`src/hdl/lpe_pkg.sv`:
```
// ----------------------------------------------------------------------------
// lpe_pkg
// Shared types, register codes and helpers for the LED pixel SPI encoder.
// ----------------------------------------------------------------------------
package lpe_pkg;

    // configuration port
    localparam int CFG_INDEX_W = 2;
    localparam int CFG_DATA_W  = 11;

    localparam logic [CFG_INDEX_W-1:0] CFG_PIXEL_COUNT = 2'd0;
    localparam logic [CFG_INDEX_W-1:0] CFG_COLOR_ORDER = 2'd1;
    localparam logic [CFG_INDEX_W-1:0] CFG_GUARD_LEN   = 2'd2;

    localparam int PIXEL_COUNT_W = 11;
    localparam int GUARD_W       = 5;

    localparam logic [PIXEL_COUNT_W-1:0] PIXEL_COUNT_RESET = 11'd1;
    localparam logic [GUARD_W-1:0]       GUARD_LIMIT       = 5'd16;

    // wide enough for pixel index + 1 and any frame length limit
    localparam int CMP_W = 17;

    // color order codes
    localparam logic ORDER_RGB = 1'b0;
    localparam logic ORDER_GRB = 1'b1;

    // bit cell nibbles
    localparam logic [3:0] NIBBLE_ONE  = 4'hC;
    localparam logic [3:0] NIBBLE_ZERO = 4'h8;

    // index of the last of the twelve data bytes of a pixel
    localparam logic [GUARD_W-1:0] DATA_LAST = 5'd11;

    typedef struct packed {
        logic [7:0] red;
        logic [7:0] green;
        logic [7:0] blue;
    } pixel_t;

    typedef struct packed {
        logic [7:0] byte_out;
        logic       last_byte;
    } spi_beat_t;

    // one pixel job handed from front to back
    typedef struct packed {
        logic [23:0]        bits;      // channel bytes in wire order, MSB first
        logic [GUARD_W-1:0] lead;      // guard zeros before the data
        logic [GUARD_W-1:0] trail;     // guard zeros after the data
        logic               fin_data;  // last data byte closes the frame
    } cmd_t;

    function automatic logic [7:0] encode_pair(input logic [1:0] b);
        logic [3:0] hi;
        logic [3:0] lo;
        hi = b[1] ? NIBBLE_ONE : NIBBLE_ZERO;
        lo = b[0] ? NIBBLE_ONE : NIBBLE_ZERO;
        return {hi, lo};
    endfunction

endpackage

```
`src/hdl/led_pixel_spi_bit_encoder.sv`:
```
// ----------------------------------------------------------------------------
// led_pixel_spi_bit_encoder
// RGB pixels in, nibble-encoded SPI bytes for an LED strip out, framed by
// guard zero bytes before and after each frame.
// ----------------------------------------------------------------------------
//  channel   ports            beat                         handshake
//  pixel in  s_valid/s_ready  s_data: red, green, blue     valid/ready
//  bytes out m_valid/m_ready  m_data: byte_out, last_byte  valid/ready
//  config    cfg_wr_en        cfg_index, cfg_data          write, no wait
//
//  One output byte per cycle while the output is not stalled: a pixel is
//  twelve data bytes, plus one guard zero byte per guard when it opens a
//  frame and again when it closes one. A two-entry job queue lets pixels be
//  taken while the sequencer works and while an output beat is stalled.
//  Reset is synchronous and clears control state only; no clearing pass.
// ----------------------------------------------------------------------------
module led_pixel_spi_bit_encoder
    import lpe_pkg::*;
#(
    parameter int MAX_PIXELS = 1024
) (
    input  logic                   aclk,
    input  logic                   aresetn,
    input  logic                   cfg_wr_en,
    input  logic [CFG_INDEX_W-1:0] cfg_index,
    input  logic [CFG_DATA_W-1:0]  cfg_data,
    input  logic                   s_valid,
    output logic                   s_ready,
    input  pixel_t                 s_data,
    output logic                   m_valid,
    input  logic                   m_ready,
    output spi_beat_t              m_data
);

    logic accept;
    logic q_full;
    logic q_avail;
    logic q_pop;
    cmd_t front_cmd;
    cmd_t q_head;

    assign s_ready = !q_full;
    assign accept  = s_valid && s_ready;

    lpe_front #(
        .MAX_PIXELS(MAX_PIXELS)
    ) u_front (
        .aclk      (aclk),
        .aresetn   (aresetn),
        .cfg_wr_en (cfg_wr_en),
        .cfg_index (cfg_index),
        .cfg_data  (cfg_data),
        .accept    (accept),
        .pixel     (s_data),
        .cmd       (front_cmd)
    );

    lpe_cmd_fifo u_fifo (
        .aclk     (aclk),
        .aresetn  (aresetn),
        .push     (accept),
        .push_cmd (front_cmd),
        .full     (q_full),
        .pop      (q_pop),
        .avail    (q_avail),
        .head     (q_head)
    );

    lpe_back u_back (
        .aclk    (aclk),
        .aresetn (aresetn),
        .q_avail (q_avail),
        .q_head  (q_head),
        .q_pop   (q_pop),
        .m_valid (m_valid),
        .m_ready (m_ready),
        .m_data  (m_data)
    );

endmodule

```
`src/hdl/lpe_front.sv`:
```
// ----------------------------------------------------------------------------
// lpe_front
// Holds the registers and the frame position, classifies each pixel
// (first / last in frame) and builds the job for the byte sequencer.
// ----------------------------------------------------------------------------
module lpe_front
    import lpe_pkg::*;
#(
    parameter int MAX_PIXELS = 1024
) (
    input  logic                   aclk,
    input  logic                   aresetn,
    input  logic                   cfg_wr_en,
    input  logic [CFG_INDEX_W-1:0] cfg_index,
    input  logic [CFG_DATA_W-1:0]  cfg_data,
    input  logic                   accept,
    input  pixel_t                 pixel,
    output cmd_t                   cmd
);

    localparam int IDX_W = (MAX_PIXELS > 1) ? $clog2(MAX_PIXELS) : 1;
    localparam logic [CMP_W-1:0] MAX_LEN = CMP_W'(MAX_PIXELS);

    logic [PIXEL_COUNT_W-1:0] pixel_count_reg;
    logic                     color_order_reg;
    logic [GUARD_W-1:0]       guard_len_reg;
    logic [IDX_W-1:0]         pixel_index_reg;
    logic [IDX_W-1:0]         pixel_index_next;

    logic [PIXEL_COUNT_W-1:0] count_nz;
    logic [CMP_W-1:0]         frame_len;
    logic [CMP_W-1:0]         pos_plus1;
    logic [GUARD_W-1:0]       guards;
    logic                     first_pix;
    logic                     last_pix;

    // configuration registers
    always_ff @(posedge aclk) begin
        if (!aresetn) begin
            pixel_count_reg <= PIXEL_COUNT_RESET;
            color_order_reg <= ORDER_RGB;
            guard_len_reg   <= '0;
        end else if (cfg_wr_en) begin
            unique case (cfg_index)
                CFG_PIXEL_COUNT: pixel_count_reg <= cfg_data;
                CFG_COLOR_ORDER: color_order_reg <= cfg_data[0];
                CFG_GUARD_LEN:   guard_len_reg   <= cfg_data[GUARD_W-1:0];
                default: ;
            endcase
        end
    end

    // frame length clamped to 1..MAX_PIXELS, guard size clamped to the limit
    always_comb begin
        count_nz  = (pixel_count_reg == '0) ? PIXEL_COUNT_W'(1) : pixel_count_reg;
        frame_len = (CMP_W'(count_nz) > MAX_LEN) ? MAX_LEN : CMP_W'(count_nz);
        pos_plus1 = CMP_W'(pixel_index_reg) + CMP_W'(1);
        guards    = (guard_len_reg > GUARD_LIMIT) ? GUARD_LIMIT : guard_len_reg;
        first_pix = (pixel_index_reg == '0);
        last_pix  = (pos_plus1 >= frame_len);
    end

    // job for the sequencer
    always_comb begin
        if (color_order_reg == ORDER_GRB) begin
            cmd.bits = {pixel.green, pixel.red, pixel.blue};
        end else begin
            cmd.bits = {pixel.red, pixel.green, pixel.blue};
        end
        cmd.lead     = first_pix ? guards : '0;
        cmd.trail    = last_pix ? guards : '0;
        cmd.fin_data = last_pix && (guards == '0);
    end

    // frame position
    assign pixel_index_next = last_pix ? '0 : pixel_index_reg + IDX_W'(1);

    always_ff @(posedge aclk) begin
        if (!aresetn) begin
            pixel_index_reg <= '0;
        end else if (accept) begin
            pixel_index_reg <= pixel_index_next;
        end
    end

endmodule

```
`src/hdl/lpe_cmd_fifo.sv`:
```
// ----------------------------------------------------------------------------
// lpe_cmd_fifo
// Two-entry job queue between the classifier and the byte sequencer.
// ----------------------------------------------------------------------------
module lpe_cmd_fifo
    import lpe_pkg::*;
(
    input  logic aclk,
    input  logic aresetn,
    input  logic push,
    input  cmd_t push_cmd,
    output logic full,
    input  logic pop,
    output logic avail,
    output cmd_t head
);

    cmd_t       mem [2];
    logic       wr_ptr_reg;
    logic       rd_ptr_reg;
    logic [1:0] count_reg;
    logic [1:0] count_next;

    assign full  = (count_reg == 2'd2);
    assign avail = (count_reg != 2'd0);
    assign head  = mem[rd_ptr_reg];

    always_comb begin
        count_next = count_reg;
        if (push && !pop) begin
            count_next = count_reg + 2'd1;
        end else if (pop && !push) begin
            count_next = count_reg - 2'd1;
        end
    end

    // storage
    always_ff @(posedge aclk) begin
        if (push) begin
            mem[wr_ptr_reg] <= push_cmd;
        end
    end

    // pointers and fill level
    always_ff @(posedge aclk) begin
        if (!aresetn) begin
            wr_ptr_reg <= 1'b0;
            rd_ptr_reg <= 1'b0;
            count_reg  <= 2'd0;
        end else begin
            if (push) wr_ptr_reg <= ~wr_ptr_reg;
            if (pop)  rd_ptr_reg <= ~rd_ptr_reg;
            count_reg <= count_next;
        end
    end

endmodule

```
`src/hdl/lpe_back.sv`:
```
// ----------------------------------------------------------------------------
// lpe_back
// Byte sequencer: leading guards, twelve encoded data bytes, trailing
// guards, one byte per cycle into a registered output stage unless it stalls.
// ----------------------------------------------------------------------------
module lpe_back
    import lpe_pkg::*;
(
    input  logic      aclk,
    input  logic      aresetn,
    input  logic      q_avail,
    input  cmd_t      q_head,
    output logic      q_pop,
    output logic      m_valid,
    input  logic      m_ready,
    output spi_beat_t m_data
);

    typedef enum logic [1:0] {
        ST_IDLE,
        ST_LEAD,
        ST_DATA,
        ST_TRAIL
    } state_t;

    state_t             state_reg, state_next;
    logic [GUARD_W-1:0] cnt_reg, cnt_next;
    logic [23:0]        bits_reg, bits_next;
    logic [GUARD_W-1:0] lead_reg, lead_next;
    logic [GUARD_W-1:0] trail_reg, trail_next;
    logic               fin_reg, fin_next;
    logic               m_valid_reg, m_valid_next;
    spi_beat_t          m_data_reg, m_data_next;

    logic      out_free;
    logic      emit;
    logic      done;
    logic      load;
    spi_beat_t beat;

    assign out_free = !m_valid_reg || m_ready;
    assign emit     = (state_reg != ST_IDLE) && out_free;

    // byte for the current step
    always_comb begin
        beat = '0;
        done = 1'b0;
        unique case (state_reg)
            ST_IDLE: ;
            ST_LEAD: ;
            ST_DATA: begin
                beat.byte_out  = encode_pair(bits_reg[23:22]);
                beat.last_byte = fin_reg && (cnt_reg == DATA_LAST);
                done           = (cnt_reg == DATA_LAST) && (trail_reg == '0);
            end
            ST_TRAIL: begin
                beat.last_byte = (cnt_reg == trail_reg - GUARD_W'(1));
                done           = beat.last_byte;
            end
            default: ;
        endcase
    end

    assign load  = q_avail && ((state_reg == ST_IDLE) || (emit && done));
    assign q_pop = load;

    // sequencer next state
    always_comb begin
        state_next   = state_reg;
        cnt_next     = cnt_reg;
        bits_next    = bits_reg;
        lead_next    = lead_reg;
        trail_next   = trail_reg;
        fin_next     = fin_reg;
        m_valid_next = m_valid_reg && !m_ready;
        m_data_next  = m_data_reg;

        if (emit) begin
            m_valid_next = 1'b1;
            m_data_next  = beat;
            cnt_next     = cnt_reg + GUARD_W'(1);
            unique case (state_reg)
                ST_LEAD: begin
                    if (cnt_reg == lead_reg - GUARD_W'(1)) begin
                        state_next = ST_DATA;
                        cnt_next   = '0;
                    end
                end
                ST_DATA: begin
                    bits_next = {bits_reg[21:0], 2'b00};
                    if (cnt_reg == DATA_LAST) begin
                        state_next = (trail_reg == '0) ? ST_IDLE : ST_TRAIL;
                        cnt_next   = '0;
                    end
                end
                ST_TRAIL: begin
                    if (done) state_next = ST_IDLE;
                end
                default: ;
            endcase
        end

        // take the next job, possibly in the cycle the current one ends
        if (load) begin
            state_next = (q_head.lead == '0) ? ST_DATA : ST_LEAD;
            cnt_next   = '0;
            bits_next  = q_head.bits;
            lead_next  = q_head.lead;
            trail_next = q_head.trail;
            fin_next   = q_head.fin_data;
        end
    end

    always_ff @(posedge aclk) begin
        if (!aresetn) begin
            state_reg   <= ST_IDLE;
            cnt_reg     <= '0;
            m_valid_reg <= 1'b0;
        end else begin
            state_reg   <= state_next;
            cnt_reg     <= cnt_next;
            m_valid_reg <= m_valid_next;
        end
        bits_reg   <= bits_next;
        lead_reg   <= lead_next;
        trail_reg  <= trail_next;
        fin_reg    <= fin_next;
        m_data_reg <= m_data_next;
    end

    assign m_valid = m_valid_reg;
    assign m_data  = m_data_reg;

endmodule

```
`config.mk`:
```
export PLATFORM = sky130hd
export DESIGN_NAME = led_pixel_spi_bit_encoder
export DESIGN_NICKNAME = d
export VERILOG_FILES = /design/src/hdl/lpe_pkg.sv /design/src/hdl/led_pixel_spi_bit_encoder.sv /design/src/hdl/lpe_front.sv /design/src/hdl/lpe_cmd_fifo.sv /design/src/hdl/lpe_back.sv
export SDC_FILE = /design/constraint.sdc
export NUM_CORES = 1
export LEC_CHECK = 0
export BUFFER_PORTS_ARGS = -buffer_cell sky130_fd_sc_hd__buf_4
export CAP_MARGIN = 40
export CORE_ASPECT_RATIO = 0.6
export CORE_MARGIN = 2
export CORE_UTILIZATION = 50
export DETAILED_ROUTE_END_ITERATION = 7
export GPL_TIMING_DRIVEN = 1
export PLACE_DENSITY = 0.68
export SLEW_MARGIN = 5
export SYNTH_ARGS = -nofsm -noshare
export SYNTH_HDL_FRONTEND = slang
export SYNTH_SLANG_ARGS = --single-unit
```
`constraint.sdc`:
```
create_clock -name aclk -period 6.4 [get_ports aclk]
set_input_delay 1.28 -clock aclk [delete_from_list [all_inputs] [get_ports aclk]]
set_output_delay 1.28 -clock aclk [all_outputs]
set_load 0.1 [all_outputs]
```
==> results of run 1 <==
## power groups by stage
stage | sequential (mW) | combinational, mW | clock (mW)
finish | 1.47 | 1.07 | 1.04
global route | 1.49 | 1.18 | 1.09
CTS | 1.47 | 1.07 | 1.05
floorplan | 1.53 | 0.707 | 0
global placement | 1.48 | 1.01 | 0
detailed placement | 1.48 | 1.06 | 0
## metrics by stage
| step | instances | setup slack, ns |
|---|---|---|
| 2_1_floorplan | 555 | 2.615 |
| 6_report | 787 | 2.695 |
| 5_1_grt | 787 | 2.399 |
| 3_5_place_dp | 755 | 2.799 |
| 3_3_place_gp | 753 | 2.920 |
| 4_1_cts | 787 | 2.786 |
## routing by layer
metal  vias up  track usage (%)
li1       2150                -
met5         -                0
met2       171            29.07
met1      2196            30.39
met3         9            5.507
met4         0            5.734
## final cells by class
class	count	share of cell area, %
clock buffer	21	5.890
clock inverter	11	1.859
inverter	19	0.8905
multi-input combinational	357	32.45
sequential	149	50.88
tap	175	2.734
timing repair buffer	55	5.296
## cells in the final DEF, fill, tap and decap left out, types with 3 or more instances in the layout
master and n:
nand4_1 4, buf_4 53, mux2_2 28, nor2_1 32
o2111ai_1 11, o211ai_1 5, a21oi_1 16, o21ai_0 50
and2_1 7, or3_1 3, inv_1 15, nor3_1 11
nand2_1 25, nand2b_1 6, bufinv_16 3, nand3_1 12
mux2i_1 39, and3_1 10, xnor2_1 12, clkinvlp_4 3
nor4_1 4, conb_1 4, nand3b_1 3, dfxtp_1 39
clkbuf_16 18, a31oi_1 3, ha_1 22, xor2_1 12
nand4b_1 3, edfxtp_1 109
## worst min path at each step
| stage | from | to | slack [ns] | cells past startpoint |
|---|---|---|---|---|
| 6_report | u_front.pixel_index_reg[4]$_SDFFE_PN0P_ | u_front.pixel_index_reg[4]$_SDFFE_PN0P_ | 0.50 | 2 |
| 5_1_grt | u_front.pixel_index_reg[4]$_SDFFE_PN0P_ | u_front.pixel_index_reg[4]$_SDFFE_PN0P_ | 0.54 | 2 |
| 4_1_cts | u_front.pixel_index_reg[4]$_SDFFE_PN0P_ | u_front.pixel_index_reg[4]$_SDFFE_PN0P_ | 0.51 | 2 |
| 3_5_place_dp | u_front.pixel_index_reg[4]$_SDFFE_PN0P_ | u_front.pixel_index_reg[4]$_SDFFE_PN0P_ | 0.49 | 2 |
| 3_3_place_gp | u_front.pixel_index_reg[4]$_SDFFE_PN0P_ | u_front.pixel_index_reg[4]$_SDFFE_PN0P_ | 0.48 | 2 |
| 2_1_floorplan | u_front.pixel_index_reg[4]$_SDFFE_PN0P_ | u_front.pixel_index_reg[4]$_SDFFE_PN0P_ | 0.47 | 2 |
## kinds of logic after synthesis
logic type	Yosys count	share of synthesized area, %
flops	149	59.36
other cells	1	0.05464
xor+xnor	25	3.391
buf+inv	49	3.099
simple gates	132	9.936
fa+ha+maj	22	4.011
mux	67	10.28
compound gates	107	9.863
## critical path: cells and delay by family (launching register included)
family / cells / cell delay, ns
DFF: 1 / 0.44
xor gates and xnor gates: 1 / 0.20
adders and majority gates: 2 / 0.55
and+or+nand+nor: 3 / 0.91
AOI/OAI and AO/OA: 3 / 1.34
==> impl_metrics.tcl, run 1 <==
set metrics [dict create \
    firstDrtPassIters 5 \
    synth_top_flop_cell "edfxtp_1" \
    setup_violations 0 \
    cts-resized-gates 0 \
    grt_pass1_wl_um 22420 \
    final_core_util_pct 59.14 \
    drt_iter0_drc 336 \
    antenna_found_initial 0 \
    viasPerCell 5.751 \
    whs_ns 0.5035 \
    grt_use_total_pct 20.32 \
    period_share_pct 57.89 \
    finClkSkew_ns 0.007361 \
    fin_area_um2 8009 \
    post-cts-setup-buffer-count 0 \
    path_clk_slew_ns 0.06 \
    vias 4526 \
    swShare_pct 33.95 \
    clock_latency_ns 0.41 \
    area_growth_pct 16.70 \
    antenna_left 0 \
    leakagePower_nw 2.933 \
    fmax_mhz 269.9 \
    final.setup.tns_ns 0 \
    grt_max_degree 38 \
    cts_hold_buf 0 \
    ys_async_sr_fraction_pct 0 \
    pin_count 53 \
    yosysTopAreaCellShare_pct 47.69 \
    post_dp_cell_area_um2 7388 \
    top_layer "met4" \
    startpoint "u_front.pixel_index_reg[0]$_SDFFE_PN0P_" \
    worst_ep_required_time_ns 6.56 \
    multi_input_area_um2 2599 \
    vdd_drop_max_v 0.0001933 \
    wl_met2_um 6059 \
    yosys-top-cells-count "edfxtp_1, o21ai_0, dfxtp_1" \
    layout.nets 663 \
    cp_slowest_cell "o211ai_1" \
    die-area_um2 14710 \
    largest_reg_flops 70 \
    slew_viol_final 0 \
    drive_gt1_share_pct 20.42 \
    die_x_um 155.3 \
    crit_fanout 13 \
    hold_viol 0 \
    initial_core_util_pct 50.67 \
    r2r_setup_slack_ns 2.69 \
    drc 0 \
    synth_area_um2 6863 \
    p_int_mw 2.361 \
    core-area_um2 13540 \
    avgSynthCellArea_um2 12.43 \
    numCtsBuffers 17 \
    m1WireLength_um 7190 \
    cts_tree "built" \
    rows 33 \
    seqPwrFrac_pct 41.0 \
    synth_cells 552 \
    regArea_um2 4075 \
    cp-start-kind "flop" \
    worstMarginPinSlew_ns 0.9531 \
    io_buffers 48 \
    worstPathCellList "ha_1 > nand3_1 > nor2_1 > xor2_1 > ha_1 > o21a_1 > o211ai_1 > o21ai_0 > and3_1" \
    drv_cap 0 \
    die_h_um 94.75 \
    h-tree-depth 4 \
    ys_ff_latch 149 \
    numClockSinks 149 \
    p_per_area_nw_per_um2 446.3 \
    dr_wl_met3_um 905 \
    hold_path.class "flop to flop" \
    avgRoutedWirePerCell_um 18.10 \
    synth_edf_count 109 \
    p_comb_share_pct 30.0 \
    yosysUniqueCellTypes 60 \
    yosysSeqAreaShare_pct 59.36 \
    synth_most_common_cell "edfxtp_1" \
    rsz0062_at_grt "false" \
    fillerInstances 1075 \
    synth.area.top_cells "edfxtp_1, dfxtp_1, mux2i_1" \
    worstReg2RegStart "u_front.pixel_index_reg[0]$_SDFFE_PN0P_" \
    crit_path_max_incr_delay_ns 0.75 \
    reg2regPathDepth 9 \
    cts_buffer_depth 2 \
    finalWirelength_um 14250 \
    cts-root-buf "clkbuf_16" \
    p_total_mw 3.575 \
    end_kind "flop" \
    pwr-share-clk_pct 29.0 \
    yosys.area.top_type "edfxtp_1" \
    grt_pass1_vias 4282 \
    rr_endpoint "u_fifo.mem[1][3]$_DFFE_PP_" \
    hpwl_um 9621 \
    num_antenna_cells 0 \
    relSlewSlack_pct 36.18 \
    overflow 0 \
    p_switching_mw 1.214 \
    routabilityCongestion 0.9481 \
    yosysWarnings 0 \
    worst_ep_arrival_time_ns 3.86 \
    crit_end "u_fifo.mem[1][3]$_DFFE_PP_" \
    status "finished, final reports clean" \
    crit_top_cell "ha_1" \
    path_class "flop to flop" \
    fin_crit_ns 3.705 \
]
No activity file was read; power rests on OpenSTA's default activity.
==> inputs of run 2 (changes only) <==
- PLACE_DENSITY: 0.68 -> 0.71
- clock period: 6.4 -> 3.1 ns (I/O delays scaled with it)
==> run 2 against run 1 <==
Hold slack got worse by 0.12 ns; sequential cell count did not move; clock power rose by 84%; first-iteration DRC count fell by 6.0%; via count rose by 2.2%; wire length rose by 0.25%; register-to-register slack got worse by 2.4 ns; sequential power rose by 110%; critical path type unchanged; largest cell class unchanged; highest routed layer unchanged.
==> impl_metrics.tcl, run 2 (synthesis results as in run 1) <==
set metrics [dict create \
    die_h_um 94.75 \
    worstReg2RegStart "u_front.pixel_index_reg[1]$_SDFFE_PN0P_" \
    crit_end "u_fifo.mem[1][2]$_DFFE_PP_" \
    startpoint "u_front.pixel_index_reg[1]$_SDFFE_PN0P_" \
    drc 0 \
    overflow 0 \
    rr_endpoint "u_fifo.mem[1][2]$_DFFE_PP_" \
    finalWirelength_um 14280 \
    vdd_drop_max_v 0.0004279 \
    worstMarginPinSlew_ns 0.7811 \
    reg2regPathDepth 9 \
    hpwl_um 9726 \
    viasPerCell 5.806 \
    grt_pass1_wl_um 22640 \
    largest_reg_flops 70 \
    rows 33 \
    drive_gt1_share_pct 22.03 \
    rsz0062_at_grt "false" \
    cts_hold_buf 0 \
    end_kind "flop" \
    setup_violations 0 \
    grt_pass1_vias 4353 \
    cts_buffer_depth 2 \
    pin_count 53 \
    cts-root-buf "clkbuf_16" \
    routabilityCongestion 0.9143 \
    crit_fanout 7 \
    final_common_cell "edfxtp_1" \
    clock_latency_ns 0.42 \
    fillerInstances 1059 \
    avgRoutedWirePerCell_um 17.92 \
    whs_ns 0.3845 \
    crit_path_max_incr_delay_ns 0.41 \
    initial_core_util_pct 50.67 \
    final.setup.tns_ns 0 \
    path_class "flop to flop" \
    final_cell_mix "edfxtp_1, buf_4, o21ai_0" \
    cp_slowest_cell "dfxtp_1" \
    path_clk_slew_ns 0.07 \
    die-area_um2 14710 \
    leakagePower_nw 2.944 \
    regArea_um2 4075 \
    antenna_left 0 \
    core-area_um2 13540 \
    crit_top_cell "ha_1" \
    multi_input_area_um2 2601 \
    die_x_um 155.3 \
    grt_max_degree 36 \
    cts_tree "built" \
    relSlewSlack_pct 47.86 \
    period_share_pct 89.84 \
    vias 4627 \
    status "finished, final reports clean" \
    worstPathCellList "ha_1 > nand3_1 > nor2_2 > xor2_1 > ha_1 > a211oi_1 > o211a_1 > o21ai_1 > and3_1" \
    cp-start-kind "flop" \
    finClkSkew_ns 0.01275 \
    numCtsBuffers 17 \
    r2r_setup_slack_ns 0.31 \
    numClockSinks 149 \
    antenna_found_initial 0 \
    io_buffers 48 \
    grt_use_total_pct 20.09 \
    num_antenna_cells 0 \
    slew_viol_final 0 \
    hold_path.class "input port to flop" \
    worst_ep_required_time_ns 3.26 \
    layout.nets 673 \
    p_per_area_nw_per_um2 904.0 \
    hold_viol 0 \
    worst_ep_arrival_time_ns 2.95 \
    area_growth_pct 16.59 \
    h-tree-depth 4 \
    fmax_mhz 359.1 \
    fin_crit_ns 2.785 \
    drv_cap 0 \
    firstDrtPassIters 5 \
    drt_iter0_drc 316 \
]
==> run 2: power breakdown <==
| group | leakage (nW) | internal (mW) | switching, mW |
|---|---|---|---|
| combinational | 1.33 | 0.754 | 1.50 |
| sequential | 1.36 | 2.82 | 0.245 |
| clock | 0.259 | 1.05 | 0.864 |
| total | 2.94 | 4.62 | 2.61 |
==> run 2: worst min-delay path by stage <==
stage	start	to	slack [ns]	cells past startpoint
after floorplan	u_front.pixel_index_reg[4]$_SDFFE_PN0P_	u_front.pixel_index_reg[4]$_SDFFE_PN0P_	0.47	2
after global placement	u_fifo.rd_ptr_reg$_SDFFE_PN0N_	flop	0.48	2
after detailed placement	u_front.pixel_index_reg[4]$_SDFFE_PN0P_	u_front.pixel_index_reg[4]$_SDFFE_PN0P_	0.50	2
after CTS	s_data[4]	u_fifo.mem[0][15]$_DFFE_PP_	0.37	1
after global routing	s_data[7]	u_fifo.mem[1][18]$_DFFE_PP_	0.37	1
final	s_data[4]	u_fifo.mem[0][15]$_DFFE_PP_	0.38	1
==> run 2: critical path: cells and delay by family (launching register included) <==
kind,cells,cell delay (ns)
AND/OR/NAND/NOR,3,0.73
AO/OA/AOI/OAI,3,0.65
adder cells (fa/ha/maj),2,0.55
flip-flops,1,0.41
XOR/XNOR,1,0.18
==> run 2: repair_timing <==
action | CTS | global route
endpoints found under the setup margin | 0 | 10
hold endpoints to repair | 0 | 0
buffers inserted | 0 | 0
gates resized for setup | 0 | 3
==> run 2: area by class of cell <==
type / instances / area share (%)
clock buffers: 18 / 5.364
clock inverters: 14 / 1.470
inverters: 19 / 0.8913
multi-input cells: 357 / 32.51
flip-flops and latches: 149 / 50.93
well taps: 175 / 2.737
repair buffers: 65 / 6.099
==> run 2: routing by layer <==
metal  up-vias  part of all wire, %  track usage (%)
met5         -                    0                0
met4         0                 0.97            5.734
met3        18                  6.1            4.130
met2       171                   42            28.89
met1      2257                   51            30.79
li1       2181                    -                -
==> run 2: through the flow <==
step | utilization (%) | worst slack, ns | instance area [um2] | cells | power [mW]
floorplan | - | 0.005881 | 6880 | 555 | 4.618
detailed placement | 55.03 | 0.1920 | 7452 | 765 | 5.332
global route | 59.08 | 0.1178 | 8001 | 797 | 7.588
global placement | 55.03 | 0.4036 | 7452 | 765 | 5.212
CTS | 59.06 | 0.1815 | 7999 | 797 | 7.254
finish | 59.08 | 0.3149 | 8001 | 797 | 7.233
